## config.mk

```make
export PLATFORM = sky130hd
export DESIGN_NAME = longest_remaining_time_scheduler_top
export DESIGN_NICKNAME = d
export VERILOG_FILES = /design/src/hdl/lrts_pkg.sv /design/src/hdl/longest_remaining_time_scheduler_top.sv /design/src/hdl/lrts_cell.sv
export SDC_FILE = /design/constraint.sdc
export NUM_CORES = 2
export LEC_CHECK = 0
export BUFFER_PORTS_ARGS = -buffer_cell sky130_fd_sc_hd__buf_2
export CORE_MARGIN = 2
export CORE_UTILIZATION = 35
export CTS_BUF_LIST = sky130_fd_sc_hd__clkbuf_16
export CTS_CLUSTER_DIAMETER = 60
export DETAILED_ROUTE_END_ITERATION = 12
export HOLD_SLACK_MARGIN = 0.08
export PLACE_DENSITY = 0.46
export SLEW_MARGIN = 25
export SYNTH_ARGS = -nofsm -noshare
export SYNTH_HDL_FRONTEND = slang
export SYNTH_SLANG_ARGS = --single-unit
```

## constraint.sdc

```tcl
create_clock -name clk -period 9.8 [get_ports clk]
set_input_delay 1.96 -clock clk [delete_from_list [all_inputs] [get_ports clk]]
set_output_delay 1.96 -clock clk [all_outputs]
set_load 0.03 [all_outputs]
```

## src/hdl/lrts_pkg.sv

```systemverilog
// ----------------------------------------------------------------------------
// lrts_pkg
// Types and constants shared by the longest-remaining-time scheduler modules.
// ----------------------------------------------------------------------------
package lrts_pkg;

  localparam logic [1:0] CMD_TICK  = 2'd0;
  localparam logic [1:0] CMD_ADMIT = 2'd1;
  localparam logic [1:0] CMD_CLEAR = 2'd2;

  typedef struct packed {
    logic [1:0]  cmd;
    logic [7:0]  job_id;
    logic [11:0] burst_len;
  } lrts_item_t;

  typedef struct packed {
    logic        ran_valid;
    logic [7:0]  ran_job;
    logic        job_done;
    logic [31:0] turnaround;
    logic [31:0] waiting;
    logic        admit_rejected;
  } lrts_result_t;

  // One slot's contents; also the candidate that travels down the cell chain.
  typedef struct packed {
    logic [11:0] remaining;
    logic [7:0]  job;
    logic [11:0] burst;
    logic [31:0] arrival;
  } lrts_entry_t;

  typedef struct packed {
    logic clear;
    logic admit;
    logic dec;
  } lrts_cell_ctl_t;

  typedef enum logic [1:0] {
    ST_IDLE,
    ST_SCAN,
    ST_FINISH,
    ST_REPORT
  } lrts_state_t;

endpackage

```

## src/hdl/longest_remaining_time_scheduler_top.sv

```systemverilog
// ----------------------------------------------------------------------------
// longest_remaining_time_scheduler_top
// Preemptive longest-remaining-time-first scheduler, one time unit per tick or admit command.
//
//   Channel   Handshake            Payload
//   input     start / busy         item   (cmd, job_id, burst_len)
//   result    strobe, one cycle    result (ran_valid ... admit_rejected)
//
// For a tick or admit, the best candidate walks the chain of slot cells one
// cell per cycle in the scan state; the finish state then updates the winner
// and forms the turnaround, and the report state forms the result. A clear
// command goes straight to the report state. Reset is synchronous and empties the table.
// The result is shown for one cycle only; the receiver cannot stall it.
// ----------------------------------------------------------------------------
module longest_remaining_time_scheduler_top
  import lrts_pkg::*;
#(
  parameter int MAX_JOBS = 8
) (
  input  logic         clk,
  input  logic         rst,
  input  logic         start,
  output logic         busy,
  input  lrts_item_t   item,
  output logic         strobe,
  output lrts_result_t result
);

  localparam int IDX_W = (MAX_JOBS > 1) ? $clog2(MAX_JOBS) : 1;
  localparam int CNT_W = $clog2(MAX_JOBS + 1);
  localparam logic [IDX_W-1:0] LAST_IDX = IDX_W'(MAX_JOBS - 1);
  localparam logic [CNT_W-1:0] FULL_CNT = CNT_W'(MAX_JOBS);

  lrts_state_t        state;
  lrts_state_t        state_next;
  logic [IDX_W-1:0]   scan_cnt;
  logic [31:0]        clock_now;
  logic [CNT_W-1:0]   slots_used;
  logic               is_clear;
  logic               rejected;
  logic               fin_valid;
  logic [7:0]         fin_job;
  logic               fin_done;
  logic [31:0]        fin_tat;
  logic [11:0]        fin_burst;

  logic               accept;
  logic               admit_ok;
  lrts_cell_ctl_t     cell_ctl;
  lrts_entry_t        admit_data;
  lrts_entry_t        cand [MAX_JOBS+1];
  logic [IDX_W-1:0]   cand_idx [MAX_JOBS+1];
  lrts_entry_t        win;
  logic [IDX_W-1:0]   win_idx;
  logic [31:0]        wait_val;

  assign accept   = start && !busy;
  assign admit_ok = (item.cmd == CMD_ADMIT) && (slots_used != FULL_CNT) &&
                    (item.burst_len != 12'd0);
  assign admit_data = '{remaining: item.burst_len, job: item.job_id,
                        burst: item.burst_len, arrival: clock_now};
  assign cand[0]     = '0;
  assign cand_idx[0] = '0;
  assign win         = cand[MAX_JOBS];
  assign win_idx     = cand_idx[MAX_JOBS];

  for (genvar g = 0; g < MAX_JOBS; g++) begin : g_cell
    lrts_cell #(
      .IDX_W    (IDX_W),
      .CELL_IDX (g)
    ) u_cell (
      .clk          (clk),
      .rst          (rst),
      .ctl          (cell_ctl),
      .admit_data   (admit_data),
      .admit_idx    (slots_used[IDX_W-1:0]),
      .dec_idx      (win_idx),
      .cand_in      (cand[g]),
      .cand_idx_in  (cand_idx[g]),
      .cand_out     (cand[g+1]),
      .cand_idx_out (cand_idx[g+1])
    );
  end

  always_comb begin
    state_next = state;
    case (state)
      ST_IDLE: begin
        if (start) begin
          state_next = (item.cmd == CMD_CLEAR) ? ST_REPORT : ST_SCAN;
        end
      end
      ST_SCAN: begin
        if (scan_cnt == LAST_IDX) begin
          state_next = ST_FINISH;
        end
      end
      ST_FINISH: state_next = ST_REPORT;
      ST_REPORT: state_next = ST_IDLE;
      default:   state_next = ST_IDLE;
    endcase
  end

  always_comb begin
    busy     = 1'b1;
    cell_ctl = '0;
    case (state)
      ST_IDLE: begin
        busy           = 1'b0;
        cell_ctl.clear = start && (item.cmd == CMD_CLEAR);
        cell_ctl.admit = start && admit_ok;
      end
      ST_FINISH: begin
        cell_ctl.dec = win.remaining != 12'd0;
      end
      default: begin
        cell_ctl = '0;
      end
    endcase
  end

  assign wait_val = (fin_tat >= {20'd0, fin_burst}) ? fin_tat - {20'd0, fin_burst} : 32'd0;

  always_ff @(posedge clk) begin
    if (rst) begin
      state      <= ST_IDLE;
      scan_cnt   <= '0;
      clock_now  <= '0;
      slots_used <= '0;
      is_clear   <= 1'b0;
      rejected   <= 1'b0;
      strobe     <= 1'b0;
    end else begin
      state  <= state_next;
      strobe <= (state == ST_REPORT);
      if (state == ST_SCAN) begin
        scan_cnt <= scan_cnt + IDX_W'(1);
      end else begin
        scan_cnt <= '0;
      end
      if (accept) begin
        if (item.cmd == CMD_CLEAR) begin
          clock_now  <= '0;
          slots_used <= '0;
          is_clear   <= 1'b1;
          rejected   <= 1'b0;
        end else begin
          is_clear <= 1'b0;
          rejected <= (item.cmd == CMD_ADMIT) && !admit_ok;
          if (admit_ok) begin
            slots_used <= slots_used + CNT_W'(1);
          end
          if (clock_now != 32'hFFFF_FFFF) begin
            clock_now <= clock_now + 32'd1;
          end
        end
      end
    end
  end

  always_ff @(posedge clk) begin
    if (state == ST_FINISH) begin
      fin_valid <= win.remaining != 12'd0;
      fin_job   <= win.job;
      fin_done  <= win.remaining == 12'd1;
      fin_tat   <= clock_now - win.arrival;
      fin_burst <= win.burst;
    end
    if (state == ST_REPORT) begin
      if (is_clear) begin
        result <= '0;
      end else begin
        result.ran_valid      <= fin_valid;
        result.ran_job        <= fin_valid ? fin_job : 8'd0;
        result.job_done       <= fin_done;
        result.turnaround     <= fin_done ? fin_tat : 32'd0;
        result.waiting        <= fin_done ? wait_val : 32'd0;
        result.admit_rejected <= rejected;
      end
    end
  end

`ifndef NO_ASSERTIONS
  a_strobe_idle: assert property (@(posedge clk) disable iff (rst)
    strobe |-> !busy)
    else $error("result strobe while a transaction is in progress");

  a_accept_busy: assert property (@(posedge clk) disable iff (rst)
    accept |=> busy)
    else $error("accepted transaction did not make the block busy");

  a_slots_bound: assert property (@(posedge clk) disable iff (rst)
    slots_used <= FULL_CNT)
    else $error("slot count exceeds the table size");

  a_done_ran: assert property (@(posedge clk) disable iff (rst)
    (strobe && result.job_done) |-> result.ran_valid)
    else $error("job reported finished without running");
`endif

endmodule

```

## src/hdl/lrts_cell.sv

```systemverilog
// ----------------------------------------------------------------------------
// lrts_cell
// One job slot. Holds the slot contents and passes on the better of its own
// job and the candidate from the previous cell.
// ----------------------------------------------------------------------------
module lrts_cell
  import lrts_pkg::*;
#(
  parameter int IDX_W    = 3,
  parameter int CELL_IDX = 0
) (
  input  logic                 clk,
  input  logic                 rst,
  input  lrts_cell_ctl_t       ctl,
  input  lrts_entry_t          admit_data,
  input  logic [IDX_W-1:0]     admit_idx,
  input  logic [IDX_W-1:0]     dec_idx,
  input  lrts_entry_t          cand_in,
  input  logic [IDX_W-1:0]     cand_idx_in,
  output lrts_entry_t          cand_out,
  output logic [IDX_W-1:0]     cand_idx_out
);

  localparam logic [IDX_W-1:0] MY_IDX = IDX_W'(CELL_IDX);

  logic [11:0] remaining;
  logic [7:0]  job;
  logic [11:0] burst;
  logic [31:0] arrival;
  logic        admit_here;
  logic        dec_here;
  logic        take_mine;

  assign admit_here = ctl.admit && (admit_idx == MY_IDX);
  assign dec_here   = ctl.dec && (dec_idx == MY_IDX);
  // Strictly greater keeps the earlier slot on a tie.
  assign take_mine  = remaining > cand_in.remaining;

  always_ff @(posedge clk) begin
    if (rst || ctl.clear) begin
      remaining <= '0;
    end else if (admit_here) begin
      remaining <= admit_data.remaining;
    end else if (dec_here) begin
      remaining <= remaining - 12'd1;
    end
  end

  always_ff @(posedge clk) begin
    if (admit_here) begin
      job     <= admit_data.job;
      burst   <= admit_data.burst;
      arrival <= admit_data.arrival;
    end
  end

  always_ff @(posedge clk) begin
    if (take_mine) begin
      cand_out     <= '{remaining: remaining, job: job, burst: burst, arrival: arrival};
      cand_idx_out <= MY_IDX;
    end else begin
      cand_out     <= cand_in;
      cand_idx_out <= cand_idx_in;
    end
  end

endmodule
```

Word level (Yosys, flattened, before mapping)
Cells that the tools add are included.
- mux-type cells: 37
- bitwise operators: 4
- add/subtract/negate cells: 13
- equal/unequal tests: 25
- reduce and logical (&&, ||, !) cells: 46
- magnitude comparators: 9
- operator list (kind ; count):
    $mux 64 ; 7
    $mux 12 ; 16
    $sub 12x1->12 const B ; 8
    $gt 12x12->1 ; 7
    $mux 32 ; 2
    $add 32x1->32 const B ; 1
    $ge 32x12->1 ; 1
    $ne 32x32->1 const B ; 1
    $sub 32x12->32 ; 1
    $sub 32x32->32 ; 1
    $eq 3x3->1 const B ; 9
    $reduce_bool 12->1 ; 2
    $logic_and 1x1->1 ; 22
    $reduce_bool 2->1 ; 10
    $eq 12x1->1 const B ; 1
    $eq 3x2->1 const B ; 4
    $gt 12x1->1 const B ; 1
    $mux 2 ; 4
    $mux 4 ; 2
    $pmux 2 s4 ; 1
    $eq 2x2->1 const B ; 3
    $eq 3x1->1 const B ; 2
    $logic_not 3->1 ; 2
    $reduce_and 2->1 ; 3
    other kinds (12) ; 23
- output and inout port bits: 77
- word-level logic and storage cells: 223
- bits in registers: 1214

Depth between registers and ports, before layout
- depth in word-level cells: 7
- gate-level depth with buffers: 11
- gate-level depth less buffers: 10

By module
A second synthesis with hierarchy kept.
- cells, all modules: 3391
- area total of the unflattened synthesis: 46503.4 µm²
- modules (own cells, without submodules) (module ; times used ; area an instance (µm²) ; sequential area each (µm²) ; cells an instance):
    longest_remaining_time_scheduler_top ; 1 ; 9317.7 ; 4754.6 ; 902
    lrts_cell (g_cell[5].u_cell ...) ; 2 ; 4654.5 ; 3143.0 ; 309
    lrts_cell (g_cell[1].u_cell ...) ; 2 ; 4645.7 ; 3143.0 ; 310
    lrts_cell (g_cell[3].u_cell) ; 1 ; 4652.0 ; 3143.0 ; 311
    lrts_cell (g_cell[4].u_cell) ; 1 ; 4652.0 ; 3143.0 ; 313
    lrts_cell (g_cell[7].u_cell) ; 1 ; 4649.5 ; 3143.0 ; 314
    lrts_cell (g_cell[0].u_cell) ; 1 ; 4631.9 ; 3143.0 ; 313

Least setup slack after synthesis
Ideal clock, no wire load.
- path kind: input -> register
- from: in item[7] (netlist name)
- to: reg g_cell[3].u_cell.arrival[0] (enable)
- arrival: 4178 ps
- path buffers: 3
- data required time: 9394 ps
- slack: 5216 ps
- library setup time: 406 ps
- stages on the path: 8
- path through: clkbuf_1 -> nor4_1 -> nand3_1 -> and3_1 -> clkbuf_1 -> nand2_1 -> clkbuf_1 -> inv_1
- word-level cells in the longest chain between the ends: 5
- ends and longest elaborated chain (item ; RTL line ; source):
    from (decl) ; longest_remaining_time_scheduler_top.sv:24 ; input lrts_item_t item,
    $reduce_bool 12->1 ; longest_remaining_time_scheduler_top.sv:59 ; (item.burst_len != 12'd0);
    $logic_and 1x1->1 ; longest_remaining_time_scheduler_top.sv:58 ; assign admit_ok = (item.cmd == CMD_ADMIT) && (slots_used != FULL_CNT) &&
    $logic_and 1x1->1 ; longest_remaining_time_scheduler_top.sv:111 ; cell_ctl.admit = start && admit_ok;
    $mux 2 ; longest_remaining_time_scheduler_top.sv:107 ; case (state)
    $logic_and 1x1->1 ; lrts_cell.sv:34 ; assign admit_here = ctl.admit && (admit_idx == MY_IDX);
    via g_cell[3].u_cell.admit_here ; lrts_cell.sv:30 ; logic admit_here;
    to (signal assigned) ; lrts_cell.sv:53 ; arrival <= admit_data.arrival;
    to (decl) ; lrts_cell.sv:29 ; logic [31:0] arrival;
The timed path passes the listed nets, and every way through them passes these cells.
A chain may end at the register's enable or synchronous reset.

Worst setup path in the final report
- from: in start
- to: reg g_cell[2].u_cell.arrival[1] (enable)
- word-level cells in the longest chain between the ends: 3
- ends and longest elaborated chain (item ; RTL line ; source):
    from (decl) ; longest_remaining_time_scheduler_top.sv:22 ; input logic start,
    $logic_and 1x1->1 ; longest_remaining_time_scheduler_top.sv:111 ;
    $mux 2 ; longest_remaining_time_scheduler_top.sv:107 ;
    $logic_and 1x1->1 ; lrts_cell.sv:34 ;
    via g_cell[2].u_cell.admit_here ; lrts_cell.sv:30 ;
    to (signal assigned) ; lrts_cell.sv:53 ;
    to (decl) ; lrts_cell.sv:29 ;
The timed path passes the listed nets, and every way through them passes these cells.

==> summary.txt <==
CTS
  – Worst-path clk slew: 0.06 ns
  – CTS max path bufs: 3
  – Sink Count: 1,214
  – Htree depth: 4
  – TritonCTS Buffers: 138
  – Post-CTS sizing: 0
  – Post-CTS setup buffers: 0
  – Clk root buf: clkbuf_16
  – CTS tree: built
  – Worst skew pair latency: 0.78 ns
  – Cts hold-fix bufs: 0

Yosys
  – Predominant post-synthesis flop cell: dfxtp_1
  – Post-synth EDFFs: 545
  – Avg Cell Area, Syn: roughly 14 um2
  – Post-Syn Instances: 3,350
  – Synth Register Bits: 1,214
  – Register area share after synthesis: 0.6565
  – Post-synthesis cell type count: 67
  – Warnings from Yosys: 0
  – Syn Nets: 3,526
  – FFs w/ async S/R, synth: 0
  – Cell Area, Synth: 45,330 um2

Critical path
  – Worst Setup SP: start
  – Startpoint types: input pin
  – Req. time, crit path: 10.19 ns
  – Crit-path max FO: 42
  – Setup crit end kind: register
  – Crit Path Class: in2reg
  – Worst EP arrival: around 5.4 ns
  – R2r startpoint: state[0]$_SDFFE_PP0P_

STA
  – Setup ws final: around 4.8 ns
  – Final number of setup-violating endpoints: 0
  – Setup tns final: 0 ns
  – Period utilization: 0.5065
  – Worst Tran Pin Value: 1.036 ns
  – Final min period: 4.964 ns
  – Final Hold Vio Count: 0
  – Slew headroom: 0.3096
  – Clock skew: 0.03399 ns
  – Slew Viols, Final: 0
  – F_max: roughly 0.20 GHz
  – RSZ-0062 raised after global routing: no

Floorplan
  – IO Pins: 102
  – Rows: 132
  – Die Ht: 363.9 um
  – Die X: about 360 um
  – Initial Util: 0.3514
  – DIE AREA: between 100,000 and 150,000 um2
  – Core ar.: 129,000 um2

Worst hold path
  – Worst hold-check path type: reg2reg
  – Hold_sp: g_cell[0].u_cell.remaining[7]$_SDFFE_PP0P_

GRT
  – Vias in the first global route: 25,330
  – Overall routing resource usage: 0.1603
  – Initial antenna violation count: 8
  – Global route overflow: 0
  – Met3 usage: 0.02667
  – Grt met2 use: 0.2547
  – Largest net degree at the start of global routing: 69
  – Global-route wire length before repair: approximately 160 mm
  – Met1 Use GR: 0.2197
  – Gr busiest metal: met2

Detailed routing
  – Iter 0 DRT Violations: 1,491
  – DR vias/cell: around 4.7
  – ANT nets after route: 0
  – WL final: 104.9 mm
  – # DRC: 0
  – DR vias: between 20,000 and 30,000
  – Routed WL per cell: roughly 20 um
  – 1st-pass router iterations: 5

Status
  – Outcome: finished clean

Run
  – Max Cap Violations: 0

Cells and area
  – Most frequent cells in the layout: dfxtp_1, edfxtp_1, mux2_2
  – Area grow syn2layout: 15.65%
  – Share of cells above drive strength 1: 0.2284
  – Final nets: about 3,700
  – Design area: 52,420 um2
  – Commonest non-fill, non-tap cell in the layout: dfxtp_1

Placed design
  – Cell area after placement: 48,000 um2
  – Pre-CTS WS: about 4 ns
  – Post-DP HPWL: 66.62 mm
  – RePlAce Congestion: approximately 0.78
  – Number of I/O port buffers: 101
[worst paths after layout]
check / endpoint / slack (ns) / depth (start not counted)
hold reg to reg: g_cell[0].u_cell.cand_out[59]$_SDFF_PP0_ / 0.39 / 0
hold / removal: g_cell[0].u_cell.cand_out[59]$_SDFF_PP0_ / 0.39 / 0
setup / recovery: g_cell[2].u_cell.arrival[1]$_DFFE_PP_ / 4.84 / 8
setup reg to reg: g_cell[2].u_cell.arrival[1]$_DFFE_PP_ / 5.37 / 9
[metrics by stage]
stage / hold slack [ns] / utilization / std cells
6_report: 0.3879 / 0.4064 / 5364
5_1_grt: 0.3961 / 0.4064 / 5364
4_1_cts: 0.3864 / 0.4063 / 5363
3_5_place_dp: 0.3773 / 0.3721 / 5106
3_3_place_gp: 0.3798 / 0.3716 / 5104
2_1_floorplan: 0.3855 / - / 3350
[critical path: stages]
cell	delay (ns)
buf_2	0.09
nand2_1	0.20
nor3b_1	0.79
and3_1	0.46
and2_1	0.22
nand2_1	0.45
clkinv_2	0.45
buf_4	0.70
[registers in the layout, indices dropped and copies added, names as in the netlist]
signal / cells
g_cell.u_cell.remaining: 96
g_cell.u_cell.burst: 96
strobe: 1
clock_now: 32
fin_job: 8
fin_tat: 32
rejected: 1
fin_done: 1
result: 75
scan_cnt: 3
g_cell.u_cell.cand_out: 512
fin_burst: 12
fin_valid: 1
slots_used: 4
g_cell.u_cell.cand_idx_out: 17
g_cell.u_cell.job: 64
is_clear: 1
g_cell.u_cell.arrival: 256
state: 2
[cells by family after synthesis]
kind of cell,synth area share
AO/OA/AOI/OAI,0.05418
XOR/XNOR,0.03111
adder cells (fa/ha/maj),0.04201
buffers and inverters,0.02490
flip-flops,0.6565
multiplexers,0.1114
AND/OR/NAND/NOR,0.07994
[layout make-up]
cell class	count	area (um2)
fillers	12120	76570
well taps	1742	2180
inverters	165	626.9
repair buffers	144	868.3
multi-input cells	1841	14570
flip-flops and latches	1214	29760
diodes	1	2.502
clock buffers	139	3478
clock inverters	118	935.9
[layer usage]
| metal | vias up | wire, um |
|---|---|---|
| li1 | 12330 | - |
| met1 | 12250 | 50970 |
| met2 | 430 | 47610 |
| met3 | 166 | 3684 |
| met4 | 2 | 2621 |
| met5 | - | 13 |
[synthesized netlist by cell type (5+ instances only)]
cell / number / area (um2)
nor4_1: 28 / 175.2
o31ai_1: 10 / 75.07
xnor2_1: 92 / 805.8
nand2b_1: 26 / 162.7
clkbuf_1: 110 / 412.9
a31oi_1: 12 / 75.07
nand3b_1: 5 / 37.54
nand2_1: 103 / 386.6
inv_1: 165 / 619.3
a21o_1: 35 / 262.8
ha_1: 149 / 1864
and4_1: 11 / 96.34
dfxtp_1: 669 / 13390
nor2_1: 191 / 716.9
or4_1: 11 / 82.58
or2_2: 16 / 100.1
o21a_1: 20 / 150.1
and2_1: 43 / 269.0
edfxtp_1: 545 / 16370
or3_1: 10 / 62.56
a211oi_1: 66 / 495.5
mux2i_1: 7 / 70.07
xor2_1: 69 / 604.3
o21bai_1: 6 / 45.04
nor2b_1: 82 / 513.0
nand4_1: 37 / 231.5
nor3b_1: 8 / 60.06
o21ai_0: 76 / 380.4
mux2_2: 442 / 4977
o211ai_1: 7 / 52.55
a21oi_1: 108 / 540.5
buf_2: 17 / 85.08
nor3_1: 54 / 270.3
and3_1: 11 / 68.82
o2111ai_1: 9 / 78.83
nand3_1: 48 / 240.2
Power is not shown: default switching activity piles up to over one toggle a cycle in this logic, so the estimate is an artifact.
